--- src/design/msa_pkg.sv ---
// Shared types for the max-distance seat allocator.
`timescale 1ns / 1ps
`default_nettype none

package msa_pkg;

  // Request operation codes.
  typedef enum logic {
    OP_ENTER = 1'b0,
    OP_LEAVE = 1'b1
  } msa_op_t;

  // Control handed from the sequencer to the gap scoring unit.
  typedef struct packed {
    logic clear;  // start of a new enter scan
    logic valid;  // a map bit is presented this cycle
    logic occ;    // value of that map bit
  } msa_scan_ctl_t;

endpackage

`default_nettype wire

--- src/design/max_distance_seat_allocator.sv ---
// Top level: request sequencer, configuration register and result port.
// An enter request reads the occupancy map one slot per cycle with busy high; the
// result is registered in the final state and strobes as busy falls.
// A leave request keeps busy low and its result strobes in the next cycle; the
// receiver cannot stall. After reset a clearing pass empties the map slot by slot
// with busy high; configuration writes are taken during it. slot_count resets to 512.
`timescale 1ns / 1ps
`default_nettype none

module max_distance_seat_allocator
  import msa_pkg::*;
#(
  parameter int MAX_SLOTS = 512
) (
  input  wire logic       clk,
  input  wire logic       rst_n,
  input  wire logic       start,
  output logic            busy,
  input  wire logic       in_operation,
  input  wire logic [8:0] in_leave_slot,
  output logic            out_valid,
  output logic [8:0]      out_slot,
  output logic            out_full_res,
  input  wire logic       cfg_we,
  input  wire logic [9:0] cfg_wdata
);

  localparam int IW = $clog2(MAX_SLOTS);
  localparam int CW = $clog2(MAX_SLOTS + 1);
  localparam int WW = (CW > 10) ? CW : 10;
  localparam logic [WW-1:0] MAX_W = WW'(MAX_SLOTS);

  typedef enum logic [1:0] {
    S_CLEAR,
    S_IDLE,
    S_SCAN,
    S_FINAL
  } state_t;

  state_t        state_r;
  logic [9:0]    slot_count_r;
  logic [CW-1:0] cnt_r;
  logic [IW-1:0] clr_idx_r;
  logic [IW-1:0] rd_idx_r;
  logic          iss_r;
  logic          pv_r;
  logic [IW-1:0] pidx_r;
  logic          out_valid_r;
  logic [8:0]    out_slot_r;
  logic          out_full_r;

  logic [WW-1:0] cfg_w;
  logic [WW-1:0] live_w;
  logic [CW-1:0] live_cnt;
  logic [IW-1:0] cnt_m1;
  logic [WW-1:0] req_w;
  logic          req_in_range;
  logic          acc;
  logic          acc_leave;
  logic          acc_enter;

  logic          mem_we;
  logic [IW-1:0] mem_waddr;
  logic          mem_wdata;
  logic          mem_re;
  logic          mem_rdata;

  msa_scan_ctl_t scan_ctl;
  logic          any;
  logic [CW-1:0] used;
  logic [IW-1:0] prev;
  logic [IW-1:0] best_idx;
  logic [IW-1:0] best_dist;

  logic          full;
  logic [IW-1:0] right;
  logic [IW-1:0] pick;
  logic [WW-1:0] pick_w;

  // Live count: a zero count acts as one, a count above the depth as the depth.
  always_comb begin
    cfg_w = WW'(slot_count_r);
    if (cfg_w == '0) begin
      live_w = WW'(1);
    end else if (cfg_w > MAX_W) begin
      live_w = MAX_W;
    end else begin
      live_w = cfg_w;
    end
    live_cnt     = live_w[CW-1:0];
    req_w        = WW'(in_leave_slot);
    req_in_range = req_w < live_w;
    cnt_m1       = IW'(cnt_r - 1'b1);
  end

  assign busy      = (state_r != S_IDLE);
  assign acc       = start && !busy;
  assign acc_leave = acc && (in_operation == OP_LEAVE);
  assign acc_enter = acc && (in_operation == OP_ENTER);

  // Final choice between the best gap and the right end; an empty row picks slot 0.
  always_comb begin
    full  = (used >= cnt_r);
    right = cnt_m1 - prev;
    if (!any) begin
      pick = '0;
    end else if (right > best_dist) begin
      pick = cnt_m1;
    end else begin
      pick = best_idx;
    end
    pick_w = WW'(pick);
  end

  always_comb begin
    mem_we    = 1'b0;
    mem_waddr = '0;
    mem_wdata = 1'b0;
    case (state_r)
      S_CLEAR: begin
        mem_we    = 1'b1;
        mem_waddr = clr_idx_r;
      end
      S_IDLE: begin
        // Freeing an empty slot writes the same zero back.
        mem_we    = acc_leave && req_in_range;
        mem_waddr = req_w[IW-1:0];
      end
      S_FINAL: begin
        mem_we    = !full;
        mem_waddr = pick;
        mem_wdata = 1'b1;
      end
      default: begin
        mem_we = 1'b0;
      end
    endcase
  end

  assign mem_re = (state_r == S_SCAN) && iss_r;

  assign scan_ctl.clear = acc_enter;
  assign scan_ctl.valid = pv_r;
  assign scan_ctl.occ   = mem_rdata;

  msa_occ_mem #(
    .DEPTH(MAX_SLOTS),
    .AW   (IW)
  ) u_mem (
    .clk    (clk),
    .we     (mem_we),
    .waddr  (mem_waddr),
    .wdata  (mem_wdata),
    .re     (mem_re),
    .raddr  (rd_idx_r),
    .rdata_r(mem_rdata)
  );

  msa_scan #(
    .IW(IW),
    .CW(CW)
  ) u_scan (
    .clk        (clk),
    .rst_n      (rst_n),
    .ctl        (scan_ctl),
    .idx        (pidx_r),
    .any_r      (any),
    .used_r     (used),
    .prev_r     (prev),
    .best_idx_r (best_idx),
    .best_dist_r(best_dist)
  );

  always_ff @(posedge clk) begin
    if (!rst_n) begin
      slot_count_r <= 10'd512;
    end else if (cfg_we) begin
      slot_count_r <= cfg_wdata;
    end
  end

  always_ff @(posedge clk) begin
    if (!rst_n) begin
      state_r     <= S_CLEAR;
      clr_idx_r   <= '0;
      iss_r       <= 1'b0;
      pv_r        <= 1'b0;
      out_valid_r <= 1'b0;
    end else begin
      out_valid_r <= 1'b0;
      pv_r        <= (state_r == S_SCAN) && iss_r;
      pidx_r      <= rd_idx_r;
      case (state_r)
        S_CLEAR: begin
          clr_idx_r <= clr_idx_r + 1'b1;
          if (clr_idx_r == IW'(MAX_SLOTS - 1)) begin
            state_r <= S_IDLE;
          end
        end
        S_IDLE: begin
          if (acc_leave) begin
            out_valid_r <= 1'b1;
            out_slot_r  <= in_leave_slot;
            out_full_r  <= 1'b0;
          end else if (acc_enter) begin
            cnt_r    <= live_cnt;
            rd_idx_r <= '0;
            iss_r    <= 1'b1;
            state_r  <= S_SCAN;
          end
        end
        S_SCAN: begin
          if (iss_r) begin
            if (rd_idx_r == cnt_m1) begin
              iss_r <= 1'b0;
            end else begin
              rd_idx_r <= rd_idx_r + 1'b1;
            end
          end
          if (pv_r && pidx_r == cnt_m1) begin
            state_r <= S_FINAL;
          end
        end
        S_FINAL: begin
          out_valid_r <= 1'b1;
          out_slot_r  <= full ? 9'd0 : pick_w[8:0];
          out_full_r  <= full;
          state_r     <= S_IDLE;
        end
        default: begin
          state_r <= S_IDLE;
        end
      endcase
    end
  end

  assign out_valid    = out_valid_r;
  assign out_slot     = out_slot_r;
  assign out_full_res = out_full_r;

  a_result_source: assert property (@(posedge clk) disable iff (!rst_n)
    out_valid |-> ($past(acc_leave) || $past(state_r == S_FINAL)))
    else $error("result strobe without a finished request");

  a_enter_holds_busy: assert property (@(posedge clk) disable iff (!rst_n)
    acc_enter |=> busy)
    else $error("enter request did not hold busy");

  a_no_write_in_scan: assert property (@(posedge clk) disable iff (!rst_n)
    (state_r == S_SCAN) |-> !mem_we)
    else $error("map written during an enter scan");

  a_full_gives_zero: assert property (@(posedge clk) disable iff (!rst_n)
    (out_valid && out_full_res) |-> (out_slot == 9'd0 && !$past(mem_we)))
    else $error("full result changed the map or named a slot");

endmodule

`default_nettype wire

--- src/design/msa_occ_mem.sv ---
// Occupancy map storage: one bit per slot, one write and one registered read port.
`timescale 1ns / 1ps
`default_nettype none

module msa_occ_mem #(
  parameter int DEPTH = 512,
  parameter int AW    = 9
) (
  input  wire logic          clk,
  input  wire logic          we,
  input  wire logic [AW-1:0] waddr,
  input  wire logic          wdata,
  input  wire logic          re,
  input  wire logic [AW-1:0] raddr,
  output logic               rdata_r
);

  logic mem [DEPTH];

  always_ff @(posedge clk) begin
    if (we) begin
      mem[waddr] <= wdata;
    end
  end

  always_ff @(posedge clk) begin
    if (re) begin
      rdata_r <= mem[raddr];
    end
  end

endmodule

`default_nettype wire

--- src/design/msa_scan.sv ---
// Gap scoring unit: walks the map bits in slot order and keeps the best gap so far.
`timescale 1ns / 1ps
`default_nettype none

module msa_scan
  import msa_pkg::*;
#(
  parameter int IW = 9,
  parameter int CW = 10
) (
  input  wire logic          clk,
  input  wire logic          rst_n,
  input  wire msa_scan_ctl_t ctl,
  input  wire logic [IW-1:0] idx,
  output logic               any_r,
  output logic [CW-1:0]      used_r,
  output logic [IW-1:0]      prev_r,
  output logic [IW-1:0]      best_idx_r,
  output logic [IW-1:0]      best_dist_r
);

  logic [IW:0]   sum;
  logic [IW-1:0] mid;
  logic [IW-1:0] gap_dist;

  // Interior gaps are scored at their left-biased midpoint.
  always_comb begin
    sum      = {1'b0, prev_r} + {1'b0, idx};
    mid      = sum[IW:1];
    gap_dist = mid - prev_r;
  end

  always_ff @(posedge clk) begin
    if (!rst_n || ctl.clear) begin
      any_r       <= 1'b0;
      used_r      <= '0;
      prev_r      <= '0;
      best_idx_r  <= '0;
      best_dist_r <= '0;
    end else if (ctl.valid && ctl.occ) begin
      used_r <= used_r + 1'b1;
      prev_r <= idx;
      any_r  <= 1'b1;
      if (!any_r) begin
        // The left end is scored by its distance to the first occupied slot.
        best_idx_r  <= '0;
        best_dist_r <= idx;
      end else if (gap_dist > best_dist_r) begin
        best_idx_r  <= mid;
        best_dist_r <= gap_dist;
      end
    end
  end

endmodule

`default_nettype wire

--- config.mk ---
export PLATFORM = sky130hd
export DESIGN_NAME = max_distance_seat_allocator
export DESIGN_NICKNAME = d
export VERILOG_FILES = /design/src/design/msa_pkg.sv /design/src/design/max_distance_seat_allocator.sv /design/src/design/msa_occ_mem.sv /design/src/design/msa_scan.sv
export SDC_FILE = /design/constraint.sdc
export NUM_CORES = 1
export LEC_CHECK = 0
export BUFFER_PORTS_ARGS = -buffer_cell sky130_fd_sc_hd__clkbuf_2
export CAP_MARGIN = 15
export CORE_MARGIN = 2
export CORE_UTILIZATION = 54
export DETAILED_ROUTE_END_ITERATION = 10
export HOLD_SLACK_MARGIN = 0.15
export PLACE_DENSITY = 0.7
export SLEW_MARGIN = 0
export SYNTH_ARGS = -nofsm -noshare
export SYNTH_HDL_FRONTEND = slang
export SYNTH_SLANG_ARGS = --single-unit
--- constraint.sdc ---
create_clock -name clk -period 12.78 [get_ports clk]
set_input_delay 0 -clock clk [delete_from_list [all_inputs] [get_ports clk]]
set_output_delay 0 -clock clk [all_outputs]
set_load 0.05 [all_outputs]
# After elaboration in Yosys (flattened, before gate mapping)
# Memories as Yosys holds them, arrays and structs flattened. A register that Yosys moved wholly into a read port is not among the register bits.
# Index checks and enable logic that the tools add are counted.
# classes
n_addsub	7
n_mul	0
div	0
magnitude_cmp	5
n_eq_ne	15
shift	0
mux	35
n_bitwise	2
n_reduce_logical	21
# ops
op	count
9-bit 2-to-1 mux	12
9-bit one-hot mux with 2 select lines	2
9-bit one-hot mux with 3 select lines	1
10-bit 2-to-1 mux	2
9-bit by 1-bit adder with 9-bit output (second input constant)	2
9-bit == test	2
9-bit > comparator	2
9-bit subtractor	2
2-bit != test (second input constant)	7
10-bit by 1-bit adder with 10-bit output (second input constant)	1
9-bit by 9-bit adder with 10-bit output	1
10-bit >= comparator	1
10-bit > comparator (second input constant)	1
10-bit logical NOT	1
9-bit by 10-bit less-than comparator with 1-bit output	1
9-bit == test (second input constant)	1
1-bit 2-to-1 mux	9
9-bit by 1-bit subtractor with 9-bit output (second input constant)	1
2-bit 2-to-1 mux	4
2-bit one-hot mux with 4 select lines	1
4-bit AND reduction	2
1-bit logical AND	7
1-bit one-hot mux with 2 select lines	3
3-bit AND reduction	2
11 further kinds	17
# word_totals
reg_bits	100
latchBits	0
ramBits	512
mem_bits_ro	0
input_bits	24
out_inout_bits	12
n_memories	1
# mem_list
memory	words	word_bits	rd	rd_clocked_by_memory_dff	write_ports	line	text
u_mem.mem	512	1	1	1	1	msa_occ_mem.sv:18	logic mem [DEPTH];

# Depth between registers and ports, before layout
# depth
ltp_word	8
mapped_depth	24

# Cells and area by module
# A second synthesis with hierarchy kept.
# unflattened
cells_unflattened	2377
area_unflattened_um2	29515.8
# modules_own_cells
mod	instances	cells_each	area_each_um2	seq_area_each_um2
msa_occ_mem	1	1615	22619.2	15404.8
max_distance_seat_allocator	1	468	4429.2	1621.6
msa_scan	1	294	2467.4	760.7

# Least setup slack after synthesis
# OpenSTA, ideal clock, no wires.
# synth_path
path_type	register to register
startpoint	register state_r[0]
endpoint	memory u_mem.mem[501], enable pin
setup_ns	0.299
arrival_time_ns	9.309
slack_ns	3.172
stages_incl_launch_ff	12
path_buffers	2
period_less_slack_ns	9.608
path_cell_list	dfxtp_1 > ha_1 > and2_1 > buf_2 > o31a_1 > o21ai_0 > mux2_2 > a21o_1 > nor3_1 > nand2_1 > buf_2 > nor2_1
# synth_via
elab_chain_cells	8
elab_cells_between_ends	12
# synth_lines
item	line	text
from (decl)	max_distance_seat_allocator.sv:40	state_t state_r;
from (signal assigned)	max_distance_seat_allocator.sv:184	state_r <= S_CLEAR;
from (signal assigned)	max_distance_seat_allocator.sv:197	state_r <= S_IDLE;
from (signal assigned)	max_distance_seat_allocator.sv:209	state_r <= S_SCAN;
2-bit by 1-bit != test with 1-bit output	max_distance_seat_allocator.sv:96	assign busy = (state_r != S_IDLE);
1-bit logical NOT	max_distance_seat_allocator.sv:97	assign acc = start && !busy;
1-bit logical AND	max_distance_seat_allocator.sv:97	
1-bit logical AND	max_distance_seat_allocator.sv:98	assign acc_leave = acc && (in_operation == OP_LEAVE);
1-bit logical AND	max_distance_seat_allocator.sv:126	mem_we = acc_leave && req_in_range;
1-bit one-hot mux with 3 select lines	max_distance_seat_allocator.sv:119	case (state_r)
1-bit 2-to-1 mux	msa_occ_mem.sv:21	if (we) begin
1-bit 2-to-1 mux (implied by the code)	msa_occ_mem.sv:22	mem[waddr] <= wdata;
to (decl)	msa_occ_mem.sv:18	
# Parallel ways exist; a longest one is shown, timed or not.

# Worst setup path in the final report
# layout_path
startpoint	register cnt_r[0]
endpoint	memory u_mem.mem[309], enable pin
# layout_via
elab_chain_cells	6
elab_cells_between_ends	11
# layout_lines
item	line	text
from (decl)	max_distance_seat_allocator.sv:42	logic [CW-1:0] cnt_r;
from (signal assigned)	max_distance_seat_allocator.sv:206	cnt_r <= live_cnt;
9-bit by 1-bit subtractor with 9-bit output	max_distance_seat_allocator.sv:93	cnt_m1 = IW'(cnt_r - 1'b1);
9-bit subtractor	max_distance_seat_allocator.sv:104	right = cnt_m1 - prev;
9-bit > comparator	max_distance_seat_allocator.sv:107	end else if (right > best_dist) begin
9-bit 2-to-1 mux	max_distance_seat_allocator.sv:107	
9-bit 2-to-1 mux	max_distance_seat_allocator.sv:105	if (!any) begin
9-bit one-hot mux with 3 select lines	max_distance_seat_allocator.sv:119	
# Parallel ways exist; a longest one is shown, timed or not.

==> out/metrics.csv <==
stage;metric;value;unit
routing;drt_wl_total;71900;um
clock_tree;clockBufferDepth;3;
sta;finalMaxSlewViolations;0;
job;cap_violations;0;
sta;period_minus_slack;6660;ps
grt;grt_start_max_net_pins;320;
routing;post_drt_wl_per_cell;23.6;um
layout;nets;2401;
clock_tree;cts_root_buf;clkbuf_16;
sta;setup_violations;0;
routing;vias_per_cell;6.16;
grt;antenna_found_initial;0;
grt;grt_pass1_wl;110000;um
clock_tree;ctsHtreeMaxLevel;2;
pwr;vdd_ir_drop_max;135;uV
yosys;ys_ff_latch;613;
yosys;ys.flop_type;edfxtp_1;
pwr;p_per_area;150;mW/mm^2
yosys;ys_types;79;
routing;drtPass1Iterations;5;
yosys;synth-seq-area-share;0.612;
yosys;yosys_warnings;0;
clock_tree;post-cts-setup-buffer-count;0;
sta;fin_skew;46.0;ps
layout;multiInputGateArea;0.0104;sq mm
layout;stdcell_area;0.0323;sq mm
clock_tree;cts_resized;0;
yosys;synth_edf_count;551;
floorplan;ioPinCount;36;
layout;fill_cells;4140;
place;dpl.hpwl;41500;um
layout;area_delta_synth_final;11.1;%
pwr;p_leak;10.8;nW
sta;post-route-period-util;0.521;
floorplan;rows;85;
place;place.gp.congestion;0.913;
critical_path;worstPathArrival;6970;ps
sta;hold_violations;0;
critical_path;crit_type;flop to flop;
layout;utilization;0.603;
yosys;synth_top_area_share;0.570;
critical_path;cp.required;13090;ps
grt;grt_usage;0.259;
clock_tree;cts_buffers;61;
routing;drt_iter0_markers;1946;
yosys;synth_top_area_cell;edfxtp_1;
floorplan;floorplan.initialDensity;0.543;
layout;drive_gt1_frac;0.141;
yosys;synth.top_cells.by_area;edfxtp_1 57%, mux4_2 8.9%, nor2_1 7.7%;
grt;grt_pass1_vias;18800;
sta;tightest_slew;1240;ps
yosys;synth.avg_cell_area;12.7;sq um
status;outcome;finished, final reports clean;
routing;antenna_left;0;
clock_tree;ctsHoldBuffers;43;
yosys;syn_inst;2296;
clock_tree;clock-sinks;613;
floorplan;die-area;0.0557;sq mm
place;port_buffers;35;
hold_path;worstHoldPathType;input pin to flop;
critical_path;cp-start-kind;flop;
sta;tns;0;ps
yosys;synthArstFlopShare;0;
critical_path;r2r-start;cnt_r[0];
floorplan;die_h;236;um
pwr;total_power;4.85;mW
sta;slew_headroom;0.173;
place;dp.cells;2892;
critical_path;worstSetupStartpoint;cnt_r[0];
critical_path;end_kind;flop;
place;post_dp_cell_area;0.0297;sq mm
routing;vias;18800;
yosys;mappedNetlistNets;2393;
layout;regArea;0.0178;sq mm
sta;rsz0062_at_grt;false;
hold_path;hp-start;in_leave_slot[5];
layout;final_cells;3053;
yosys;syn_area;0.0290;sq mm
grt;overflow;0;
critical_path;cp_max_fo;32;
sta;fmaxAchievable;150;MHz
routing;drc;0;
layout;diodes;0;
clock_tree;clk_pin_slew;60;ps
floorplan;core_region_area;0.0535;sq mm
clock_tree;cts_tree;built;
floorplan;die_w;236;um
clock_tree;insertion_delay;660;ps
[through the flow]
step	hold slack, ps	worst slack (ps)
2_1_floorplan	61.9	3170
4_1_cts	233	6190
3_5_place_dp	237	6210
3_3_place_gp	234	6410
5_1_grt	274	5620
6_report	260	6120
[power by group]
group | internal (mW) | switching [mW]
clock network | 1.09 | 0.771
registers | 2.19 | 0.0257
logic | 0.215 | 0.562
[cell usage after synthesis (27+ instances only)]
library cell,count
a22oi_1,30
mux4_2,115
inv_1,60
nand2_1,107
nand3_1,42
nor2_1,599
o21ai_0,27
edfxtp_1,551
xor2_1,28
buf_2,29
dfxtp_1,62
mux2i_1,71
xnor2_1,31
ha_1,70
a21oi_1,61
clkbuf_1,109
[layout by cell type, fill, tap and decap left out, types with 19 or more instances in the layout]
cell type      instances
mux4_2               115
dfxtp_1               62
inv_1                 60
o21ai_0               27
a21oi_1               61
buf_4                 23
xnor2_1               31
mux2i_1               71
dlygate4sd3_1         43
nor3_1                25
edfxtp_1             551
clkbuf_2              35
nand3_1               38
clkbuf_16             62
xor2_1                28
nor2_1               599
a22oi_1               30
nand2_1               95
ha_1                  69
nand2b_1              26
nand4_1               19
nand2_2               25
[worst paths after layout]
check	slack, ps	depth (start not counted)	to
worst max-delay path	6120	21	u_mem.mem[309]
worst min-delay path	260	3	out_slot[5]
worst max register to register	6120	21	u_mem.mem[309]
worst min register to register	490	2	u_scan.prev_r[5]
[cell type report]
class                   count  share of cell area
clock buffers              77              0.0517
clock inverters            39              0.0137
inverters                  61             0.00709
multi-input cells        1462               0.323
flip-flops and latches    613               0.551
well taps                 696              0.0270
repair buffers            105              0.0264
[kinds of logic (layout without fill, tap and decap cells)]
| group | Yosys count | count (layout) | share of synthesized area |
|---|---|---|---|
| flip-flops | 613 | 613 | 0.612 |
| multiplexers | 189 | 189 | 0.115 |
| buffers and inverters | 221 | 282 | 0.0314 |
| AND/OR/NAND/NOR | 908 | 908 | 0.135 |
| AO/OA/AOI/OAI | 231 | 231 | 0.0553 |
| adder cells (fa/ha/maj) | 73 | 73 | 0.0322 |
| XOR/XNOR | 61 | 61 | 0.0189 |
[sequential cells by signal, indices dropped and copies added (netlist names)]
name                count
out_valid               1
state_r                 2
pv_r                    1
iss_r                   1
out_full_res            1
u_scan.any_r            1
u_scan.prev_r           9
u_scan.best_dist_r      9
pidx_r                  9
u_scan.used_r          10
out_slot                9
clr_idx_r               9
cnt_r                  10
u_mem.rdata_r           1
cfg_w                  10
rd_idx_r                9
u_scan.best_idx_r       9
u_mem.mem             512
[critical path: stages (launching register included)]
cell and delay [ps]:
edfxtp_1 520, inv_1 130, ha_1 240, xor2_1 400, ha_1 350, a21o_1 170, a21oi_1 220, o21bai_1 90
a21oi_1 220, nor2b_1 70, o21ai_0 150, nand2b_1 90, xnor2_1 130, ha_1 300, nand3_2 130, a211o_1 340
o211a_2 200, nor3_1 390, o31ai_1 160, nor4_1 820, nand2_2 830, nor2_1 330
[per-layer routing]
layer	part of all wire	global-route usage	wire length, um
met1	0.39	0.339	28200
met2	0.50	0.442	36100
met3	0.071	0.0359	5110
met4	0.036	0.0994	2580
met5	0	0	0
(Power assumes the default switching activity.)
